[src/rtl/oltbl_pkg.sv]
// ----------------------------------------------------------------------------
// oltbl_pkg
// Shared types and constants of the ordered list table engine: command and
// status codes, request and response items, list depth and index widths.
// ----------------------------------------------------------------------------
`default_nettype none

package oltbl_pkg;

	localparam int DEPTH = 64;
	localparam int IDX_W = $clog2(DEPTH);
	localparam int LEN_W = $clog2(DEPTH + 1);

	// field widths of the result item
	localparam int POS_W = 6;
	localparam int LESS_W = 7;
	localparam int LENGTH_W = 7;

	typedef enum logic [2:0] {
		CMD_INS_HEAD = 3'd0,
		CMD_INS_SORT = 3'd1,
		CMD_REMOVE   = 3'd2,
		CMD_SEARCH   = 3'd3,
		CMD_COUNT_LT = 3'd4,
		CMD_SUM      = 3'd5,
		CMD_CLEAR    = 3'd6,
		CMD_NOP      = 3'd7
	} command_t;

	typedef enum logic [1:0] {
		ST_OK   = 2'd0,
		ST_FULL = 2'd1,
		ST_MISS = 2'd2
	} status_t;

	typedef struct packed {
		logic        [2:0]  command;
		logic signed [31:0] value;
	} req_item_t;

	typedef struct packed {
		logic        [1:0]          status;
		logic        [POS_W-1:0]    position;
		logic        [LESS_W-1:0]   less_count;
		logic signed [31:0]         total;
		logic        [LENGTH_W-1:0] length;
	} rsp_item_t;

endpackage

`default_nettype wire

[src/rtl/ordered_list_table_engine_unit.sv]
// ----------------------------------------------------------------------------
// ordered_list_table_engine_unit
// Bounded sorted/ordered list of signed 32-bit values in one synchronous RAM.
// Searching and updating commands walk the stored entries; every command gives one response item.
// ----------------------------------------------------------------------------
//  channel | direction | handshake            | payload
//  cmd     | in        | cmd_valid, cmd_stall | req_item_t (command, value)
//  rsp     | out       | rsp_valid, rsp_stall | rsp_item_t (status .. length)
//
//  a walking command reads one RAM entry per cycle over the list length
//  full inserts, clear, no-op and non-inserts on an empty list skip the walk
//  reset clears the length and the control state; the RAM holds no reset value
//  cmd_stall is high while a command is in flight; a finished response
//  waits in its output register, so the next command can be taken meanwhile
// ----------------------------------------------------------------------------
`default_nettype none

module ordered_list_table_engine_unit (
	input  wire                   clk,
	input  wire                   arst_n,
	input  wire                   cmd_valid,
	output logic                  cmd_stall,
	input  oltbl_pkg::req_item_t  cmd,
	output logic                  rsp_valid,
	input  wire                   rsp_stall,
	output oltbl_pkg::rsp_item_t  rsp
);
	import oltbl_pkg::*;

	typedef enum logic [1:0] {
		S_IDLE,
		S_WALK,
		S_DONE
	} state_t;

	state_t                 state_q;
	command_t               cmd_q;
	logic signed [31:0]     val_q;
	logic [LEN_W-1:0]       len_q;
	logic [IDX_W-1:0]       iss_q;
	logic [IDX_W-1:0]       last_q;
	logic                   iss_act_q;
	logic                   hit_q;
	logic                   full_q;
	logic [IDX_W-1:0]       pos_q;
	logic [LEN_W-1:0]       cnt_q;
	logic signed [31:0]     acc_q;
	logic [31:0]            carry_q;
	logic                   rsp_valid_q;
	rsp_item_t              rsp_q;

	logic                   v_s1;
	logic [IDX_W-1:0]       idx_s1;
	logic [31:0]            rdata_s1;

	logic [31:0]            mem [DEPTH];

	logic                   we;
	logic [IDX_W-1:0]       wa;
	logic [31:0]            wd;

	command_t               in_cmd;
	logic                   in_ins;
	logic                   is_ins;
	logic                   lt_s1;
	logic                   place_s1;
	logic                   cmd_xfer;
	logic                   rsp_load;
	logic [LEN_W-1:0]       new_len;
	rsp_item_t              result;

	assign in_cmd   = command_t'(cmd.command);
	assign in_ins   = (in_cmd == CMD_INS_HEAD) || (in_cmd == CMD_INS_SORT);
	assign is_ins   = (cmd_q == CMD_INS_HEAD) || (cmd_q == CMD_INS_SORT);
	assign cmd_stall = (state_q != S_IDLE);
	assign cmd_xfer = cmd_valid && !cmd_stall;
	assign rsp_load = (state_q == S_DONE) && (!rsp_valid_q || !rsp_stall);
	assign rsp_valid = rsp_valid_q;
	assign rsp = rsp_q;

	assign lt_s1 = $signed(rdata_s1) < val_q;
	// a head insert goes at entry 0; a sorted one in front of the first entry not below it, or at the tail
	assign place_s1 = (cmd_q == CMD_INS_HEAD) || (LEN_W'(idx_s1) == len_q) || !lt_s1;

	// ram: one write, one registered read
	always_ff @(posedge clk) begin
		if (we) begin
			mem[wa] <= wd;
		end
		rdata_s1 <= mem[iss_q];
	end

	always_comb begin
		we = 1'b0;
		wa = idx_s1;
		wd = carry_q;
		if (state_q == S_WALK && v_s1) begin
			case (cmd_q)
				CMD_INS_HEAD, CMD_INS_SORT: begin
					if (hit_q) begin
						we = 1'b1;
					end else if (place_s1) begin
						we = 1'b1;
						wd = val_q;
					end
				end
				CMD_REMOVE: begin
					// close the gap behind the removed entry
					if (hit_q) begin
						we = 1'b1;
						wa = idx_s1 - IDX_W'(1);
						wd = rdata_s1;
					end
				end
				default: ;
			endcase
		end
	end

	always_comb begin
		new_len = len_q;
		if (is_ins && !full_q) begin
			new_len = len_q + LEN_W'(1);
		end else if (cmd_q == CMD_REMOVE && hit_q) begin
			new_len = len_q - LEN_W'(1);
		end else if (cmd_q == CMD_CLEAR) begin
			new_len = '0;
		end

		result.status = ST_OK;
		if (full_q) begin
			result.status = ST_FULL;
		end else if ((cmd_q == CMD_REMOVE || cmd_q == CMD_SEARCH) && !hit_q) begin
			result.status = ST_MISS;
		end
		result.position   = POS_W'(pos_q);
		result.less_count = LESS_W'(cnt_q);
		result.total      = acc_q;
		result.length     = LENGTH_W'(new_len);
	end

	always_ff @(posedge clk or negedge arst_n) begin
		if (!arst_n) begin
			state_q     <= S_IDLE;
			len_q       <= '0;
			iss_act_q   <= 1'b0;
			v_s1        <= 1'b0;
			rsp_valid_q <= 1'b0;
			hit_q       <= 1'b0;
			full_q      <= 1'b0;
			cmd_q       <= CMD_NOP;
		end else begin
			v_s1   <= iss_act_q;
			idx_s1 <= iss_q;
			if (rsp_load) begin
				rsp_valid_q <= 1'b1;
			end else if (rsp_valid_q && !rsp_stall) begin
				rsp_valid_q <= 1'b0;
			end
			unique case (state_q)
				S_IDLE: begin
					if (cmd_xfer) begin
						cmd_q   <= in_cmd;
						val_q   <= cmd.value;
						hit_q   <= 1'b0;
						pos_q   <= '0;
						cnt_q   <= '0;
						acc_q   <= '0;
						iss_q   <= '0;
						full_q  <= in_ins && (len_q == LEN_W'(DEPTH));
						last_q  <= in_ins ? IDX_W'(len_q) : IDX_W'(len_q - LEN_W'(1));
						if ((in_ins && len_q == LEN_W'(DEPTH)) || in_cmd == CMD_CLEAR ||
						    in_cmd == CMD_NOP || (!in_ins && len_q == '0)) begin
							state_q <= S_DONE;
						end else begin
							iss_act_q <= 1'b1;
							state_q   <= S_WALK;
						end
					end
				end
				S_WALK: begin
					if (iss_act_q) begin
						if (iss_q == last_q) begin
							iss_act_q <= 1'b0;
						end else begin
							iss_q <= iss_q + IDX_W'(1);
						end
					end
					if (v_s1) begin
						case (cmd_q)
							CMD_INS_HEAD, CMD_INS_SORT: begin
								if (!hit_q && place_s1) begin
									hit_q   <= 1'b1;
									pos_q   <= idx_s1;
									carry_q <= rdata_s1;
								end else if (hit_q) begin
									carry_q <= rdata_s1;
								end
							end
							CMD_REMOVE, CMD_SEARCH: begin
								if (!hit_q && $signed(rdata_s1) == val_q) begin
									hit_q <= 1'b1;
									pos_q <= idx_s1;
								end
							end
							CMD_COUNT_LT: begin
								if (lt_s1) begin
									cnt_q <= cnt_q + LEN_W'(1);
								end
							end
							CMD_SUM: begin
								acc_q <= acc_q + $signed(rdata_s1);
							end
							default: ;
						endcase
						if (idx_s1 == last_q) begin
							state_q <= S_DONE;
						end
					end
				end
				S_DONE: begin
					if (rsp_load) begin
						rsp_q   <= result;
						len_q   <= new_len;
						state_q <= S_IDLE;
					end
				end
				default: state_q <= S_IDLE;
			endcase
		end
	end

	// checks
	a_len_bound: assert property (@(posedge clk) disable iff (!arst_n)
		len_q <= LEN_W'(DEPTH))
		else $error("list length above depth");

	a_write_in_walk: assert property (@(posedge clk) disable iff (!arst_n)
		we |-> (state_q == S_WALK))
		else $error("ram write outside a walk");

	a_read_in_walk: assert property (@(posedge clk) disable iff (!arst_n)
		v_s1 |-> (state_q == S_WALK))
		else $error("read data returned outside a walk");

	a_full_no_walk: assert property (@(posedge clk) disable iff (!arst_n)
		(state_q == S_WALK) |-> !full_q)
		else $error("walk started on a refused insert");

	a_len_step: assert property (@(posedge clk) disable iff (!arst_n)
		(state_q == S_WALK) |=> (len_q == $past(len_q)))
		else $error("length changed during a walk");

endmodule

`default_nettype wire

[config.mk]
export PLATFORM = sky130hd
export DESIGN_NAME = ordered_list_table_engine_unit
export DESIGN_NICKNAME = d
export VERILOG_FILES = /design/src/rtl/oltbl_pkg.sv /design/src/rtl/ordered_list_table_engine_unit.sv
export SDC_FILE = /design/constraint.sdc
export NUM_CORES = 2
export LEC_CHECK = 0
export BUFFER_PORTS_ARGS = -buffer_cell sky130_fd_sc_hd__buf_2
export CAP_MARGIN = 20
export CORE_UTILIZATION = 30
export CTS_BUF_LIST = sky130_fd_sc_hd__clkbuf_4 sky130_fd_sc_hd__clkbuf_8
export DETAILED_ROUTE_END_ITERATION = 16
export REMOVE_ABC_BUFFERS = 1
export SYNTH_ARGS = -nofsm -noshare
export SYNTH_HDL_FRONTEND = slang
export SYNTH_SLANG_ARGS = --single-unit
[constraint.sdc]
create_clock -name clk -period 12.18 [get_ports clk]
set_input_delay 1.218 -clock clk [delete_from_list [all_inputs] [get_ports clk]]
set_output_delay 1.218 -clock clk [all_outputs]
set_load 0.03 [all_outputs]
; Yosys cells after proc, flatten, opt, wreduce, memory -nomap -nowiden
; Memories as Yosys holds them, arrays and structs flattened. A register that Yosys moved wholly into a read port is not among the register bits.
; Cells that the tools add are included.
[totals]
output_inout_bits = 56
reg_bits = 198
mem_bits_rw = 2048
memories = 1
wordCells = 164
rom_bits = 0
latch_bits = 0
in_bits = 39
[mem_list]
columns = name, depth, word_bits, rd, rd_clocked_by_memory_dff, write_ports, line
row1 = mem, 64, 32, 1, 1, 1, ordered_list_table_engine_unit.sv:56  ; logic [31:0] mem [DEPTH];
[classes]
n_mux = 58
mul = 0
order_cmp = 1
n_reduce_logical = 48
eq_ne = 29
div = 0
add_sub_neg = 6
n_bitwise = 0
shifts = 0
[op_table]
columns = cell, n
row1 = 2-to-1 mux 32 bit, 8
row2 = one-hot mux 32 bit (2 select lines), 2
row3 = 2-to-1 mux 6 bit, 10
row4 = 2-to-1 mux 7 bit, 7
row5 = one-hot mux 6 bit (2 select lines), 3
row6 = adder 32 bit, 1
row7 = equality test 32 bit, 1
row8 = < comparator 32 bit, 1
row9 = 2-to-1 mux 1 bit, 16
row10 = "equality test 3 bit, second input constant", 5
row11 = "adder 7 x 1 -> 7 bit, second input constant", 2
row12 = "inequality test 2 bit, second input constant", 7
row13 = one-hot mux 7 bit (2 select lines), 1
row14 = equality test 6 bit, 2
row15 = 2-to-1 mux 2 bit, 6
row16 = AND reduction 6 bit, 2
row17 = logical AND 1 bit, 11
row18 = AND reduction 5 bit, 2
row19 = logical OR 1 bit, 9
row20 = AND reduction 3 bit, 3
row21 = one-hot mux 1 bit (2 select lines), 4
row22 = AND reduction 4 bit, 2
row23 = equality test 6 x 7 -> 1 bit, 1
row24 = "equality test 7 bit, second input constant", 1
row25 = 19 further kinds, 35

; Depth between registers and ports, before layout
[logic_depth]
ltp_word = 9
depth_mapped = 12
mapped_depth_nobuf = 11

; Least setup slack after synthesis
; No wires, ideal clock.
[synth_path]
path_type = register to register
start = register val_q[22]
end = memory mem[0][0] (data pin)
setup_slack_ns = 6.617
stages_incl_launch_ff = 13
arrival_ns = 4.862
period_less_slack_ns = 5.563
path_buffers = 2
required_ns = 11.479
cell_sequence = edfxtp_1 -> inv_1 -> ha_1 -> a21o_1 -> a221o_1 -> a21o_1 -> a211oi_2 -> nand4_1 -> and2_1 -> buf_2 -> and2_1 -> buf_2 -> o21ai_0
[synth_via]
elab_chain_len = 7
[synth_rtl]
columns = item, line
row1 = from (decl), ordered_list_table_engine_unit.sv:38  ; logic signed [31:0] val_q;
row2 = from (signal assigned), ordered_list_table_engine_unit.sv:164  ; val_q <= cmd.value;
row3 = < comparator 32 bit, ordered_list_table_engine_unit.sv:81  ; assign lt_s1 = $signed(rdata_s1) < val_q;
row4 = logical NOT 1 bit, ordered_list_table_engine_unit.sv:83  ; assign place_s1 = (cmd_q == CMD_INS_HEAD) || (LEN_W'(idx_s1) == len_q) || !lt_s1;
row5 = logical OR 1 bit, ordered_list_table_engine_unit.sv:83
row6 = 2-to-1 mux 32 bit, ordered_list_table_engine_unit.sv:102  ; end else if (place_s1) begin
row7 = 2-to-1 mux 32 bit, ordered_list_table_engine_unit.sv:100  ; if (hit_q) begin
row8 = one-hot mux 32 bit (2 select lines), ordered_list_table_engine_unit.sv:98  ; case (cmd_q)
row9 = 2-to-1 mux 32 bit, ordered_list_table_engine_unit.sv:97  ; if (state_q == S_WALK && v_s1) begin
row10 = via wd[0], ordered_list_table_engine_unit.sv:60  ; logic [31:0] wd;
row11 = to (decl), ordered_list_table_engine_unit.sv:56
; The timed path passes the listed nets, and every way through them passes these cells.

; Worst setup path after layout
[layout_path]
start = register idx_s1[4]
end = memory mem[48][12], enable pin
[layout_via]
elab_chain_len = 9
word_cells_on_any_way = 13
cone_classes = add/sub (1) / eq/ne (1) / mux (9) / reduce/logical (2)
[layout_rtl]
columns = item, line
row1 = from (decl), ordered_list_table_engine_unit.sv:53  ; logic [IDX_W-1:0] idx_s1;
row2 = from (signal assigned), ordered_list_table_engine_unit.sv:154  ; idx_s1 <= iss_q;
row3 = equality test 6 x 7 -> 1 bit, ordered_list_table_engine_unit.sv:83
row4 = logical OR 1 bit (2 in series), ordered_list_table_engine_unit.sv:83
row5 = 2-to-1 mux 1 bit, ordered_list_table_engine_unit.sv:102
row6 = 2-to-1 mux 1 bit, ordered_list_table_engine_unit.sv:100
row7 = one-hot mux 1 bit (2 select lines), ordered_list_table_engine_unit.sv:98
row8 = 2-to-1 mux 1 bit, ordered_list_table_engine_unit.sv:97
row9 = 2-to-1 mux 1 bit, ordered_list_table_engine_unit.sv:87  ; if (we) begin
row10 = 2-to-1 mux 1 bit (implied by the code), ordered_list_table_engine_unit.sv:88  ; mem[wa] <= wd;
; Parallel ways exist; a longest one is shown, timed or not.

==> run summary <==
Die area - 301,000 µm²
Worst Hold Class - in2async
CP arrival - 6.02 ns
WS Path Type - reg2reg
Routed wire length - 243,900 µm
Hold Slack - 0.2297 ns
Lkg Pwr - 0.03250 µW
Clk sinks - 2,278
First-pass GRT wire length - 340,600 µm
Tcrit/Tclk final - 0.4411
Top FF cell, synth - edfxtp_1
Largest net degree at the start of global routing - 135
Pwr dens - 245.3 nW/µm²
Residual overflow from global routing - 0
1st-pass router iterations - 6
Fin Setup TNS - 0 ns
Post-synth cell types - 63
Initial core utilization - 0.3018
Most frequent cells in the layout - edfxtp_1, mux4_2, clkbuf_8
Height of the die - 548.6 µm
Routed via count - 44,680
Initial antenna violation count - 20
Vias in the first global route - 44,470
# hold bufs at CTS - 0
Num rows - 200
Worst Setup Start Kind - register
Max clock buf depth - 4
Via density - 5.183
Iteration-0 DRC Markers - 5,435
Final Critical Period - 5.372 ns
Switching power - 8246 µW
Design Area, Final - 103,600 µm²
Logic pwr share - 0.319
Most common cell after layout, fill and taps aside - edfxtp_1
Core area - 297,000 µm²
WL/cell - 28.29 µm
Seq pwr share - 0.425
Outcome - complete, no violations
DP Area - 95,740 µm²
Max_slew headroom - 0.1744
Synthesis Warnings - 0
Width of the die - 548.6 µm
CTS Buf Count - 378
Final Max Slew Viols - 0
Internal power - 17,160 µW
Syn avg cell area - 22.45 µm²
P&R area growth vs syn - 15.53%
H-tree depth - 5
Clk root buf - clkbuf_8
GPL Wtd Cong - 0.8168
Placed cells - 7,930
Worst skew pair latency - 1.08 ns
DRC viols - 0
Setup violators final - 0
F_max - 186.1 MHz
Top-Level Pins - 95
Share of cells above drive strength 1 - 0.3511
Global Route Usage Sum - 0.1594
Number of port buffers - 94
Post-CTS Setup Inserts - 0
Post-Layout Cell Count - 8,621
Switching Share - 0.3246
TritonCTS clock tree - done
Final Util - 0.3486
Synth async-reset ratio - 0.007463
Clock power share - 0.256
Sequential-to-total area share from yosys stat - 0.7587
VDD IR max - 210.4 µV
Reg clk slew, reported paths - 0.07 ns
Max_cap viols - 0
CTS resizes - 0
Hpwl dp - 135,500 µm
Critical Path RT - 12.82 ns
Skew final - 0.1307 ns
DRT antenna net count - 0
Mapped Cells - 3,992
Count of flip-flops with a built-in enable after synthesis - 2,229
Mapped cell area - 89,640 µm²
Setup crit end kind - register
Final-report hold violation count - 0
RSZ-0062 raised after global routing - false
Post-layout nets - 4,511
CP Max Fanout - 18
Slew @ Worst Pin - 1.238 ns
#FFs+latches synth - 2,278
-- per-layer routing --
metal | track usage | up-vias | wire length, µm
li1 | - | 17800 | -
met1 | 0.2298 | 24230 | 105300
met2 | 0.2409 | 2257 | 110700
met3 | 0.03400 | 388 | 21450
met4 | 0.04777 | 4 | 6257
met5 | 0.003799 | - | 178
-- logic make-up (layout without fill, tap and decap cells) --
kind of cell | Yosys count | in the layout | share of synthesized area
flip-flops | 2278 | 2278 | 0.7587
multiplexers | 740 | 740 | 0.1770
AND/OR/NAND/NOR | 357 | 357 | 0.01890
buffers and inverters | 256 | 941 | 0.01182
AO/OA/AOI/OAI | 240 | 240 | 0.01880
adder cells (fa/ha/maj) | 70 | 70 | 0.009855
XOR/XNOR | 51 | 51 | 0.004983
other | 0 | 5 | 0
-- cell type report --
type	count	area [µm²]
Timing Repair Buffer	233	2088
Sequential cell	2278	68010
Multi-Input combinational cell	1458	21150
Antenna cell	5	12.51
Tap cell	3939	4928
Clock buffer	527	6471
Inverter	53	198.9
Fill cell	27190	193500
Clock inverter	128	698.2
-- synthesized netlist by cell type, drive strengths merged (9+ instances only) --
master / instances / area (µm²)
a21o: 28 / 210.2
a21oi: 52 / 260.3
a221o: 32 / 320.3
a22o: 23 / 201.4
and2: 15 / 93.84
buf: 76 / 384.1
clkbuf: 127 / 476.7
dfrtp: 14 / 350.3
dfxtp: 32 / 640.6
edfxtp: 2229 / 66930
ha: 69 / 863.3
inv: 53 / 198.9
mux2: 38 / 427.9
mux2i: 30 / 300.3
mux4: 672 / 15130
nand2: 87 / 326.6
nand3: 20 / 100.1
nand4: 11 / 68.82
nor2: 138 / 540.5
nor3: 23 / 115.1
nor3b: 9 / 72.57
o21a: 10 / 75.07
o21ai: 42 / 214.0
xnor2: 24 / 210.2
xor2: 27 / 236.5
-- critical path: stages (launching register included) --
cell,delay (ns)
edfxtp_1,0.67
xor2_1,0.26
or4_1,0.55
o32ai_1,0.34
a211oi_1,0.10
mux2i_1,0.33
a21oi_4,0.24
or3b_1,0.91
nor2_4,0.94
buf_4,0.60
-- flip-flops by register name, indices dropped and copies added, names as in the netlist, 3 cells and up --
| register | count |
|---|---|
| rdata_s1 | 32 |
| cnt_q | 7 |
| len_q | 7 |
| val_q | 32 |
| rsp | 54 |
| iss_q | 6 |
| pos_q | 6 |
| acc_q | 32 |
| idx_s1 | 6 |
| last_q | 6 |
| mem | 2048 |
| carry_q | 32 |
| cmd_q | 3 |
-- power by group through the flow --
stage               combinational, µW  clock, µW  sequential (µW)
CTS                              7820       6610            10800
global placement                 7670          0            11000
finish                           8110       6500            10800
global route                     8580       6930            10800
detailed placement               7810          0            11000
floorplan                        6260          0            11500
-- stage by stage --
stage / setup WS [ns] / power (µW)
finish: 6.808 / 25400
global route: 6.726 / 26320
CTS: 6.929 / 25280
detailed placement: 6.926 / 18820
global placement: 6.593 / 18680
floorplan: -10.07 / 17800
-- worst paths after layout --
check                           slack [ns]           to  cells after the start      start
worst min register to register        0.43      rsp[47]                      0   pos_q[1]
worst max register to register        6.81  mem[48][12]                      9  idx_s1[4]
max in group asynchronous            11.46        hit_q                      1     arst_n
worst max-delay path                  6.81  mem[48][12]                      9  idx_s1[4]
min in group clk                      0.40     val_q[8]                      1     cmd[8]
worst min-delay path                  0.23     len_q[2]                      1     arst_n
No activity file was read; power rests on OpenSTA's default activity.
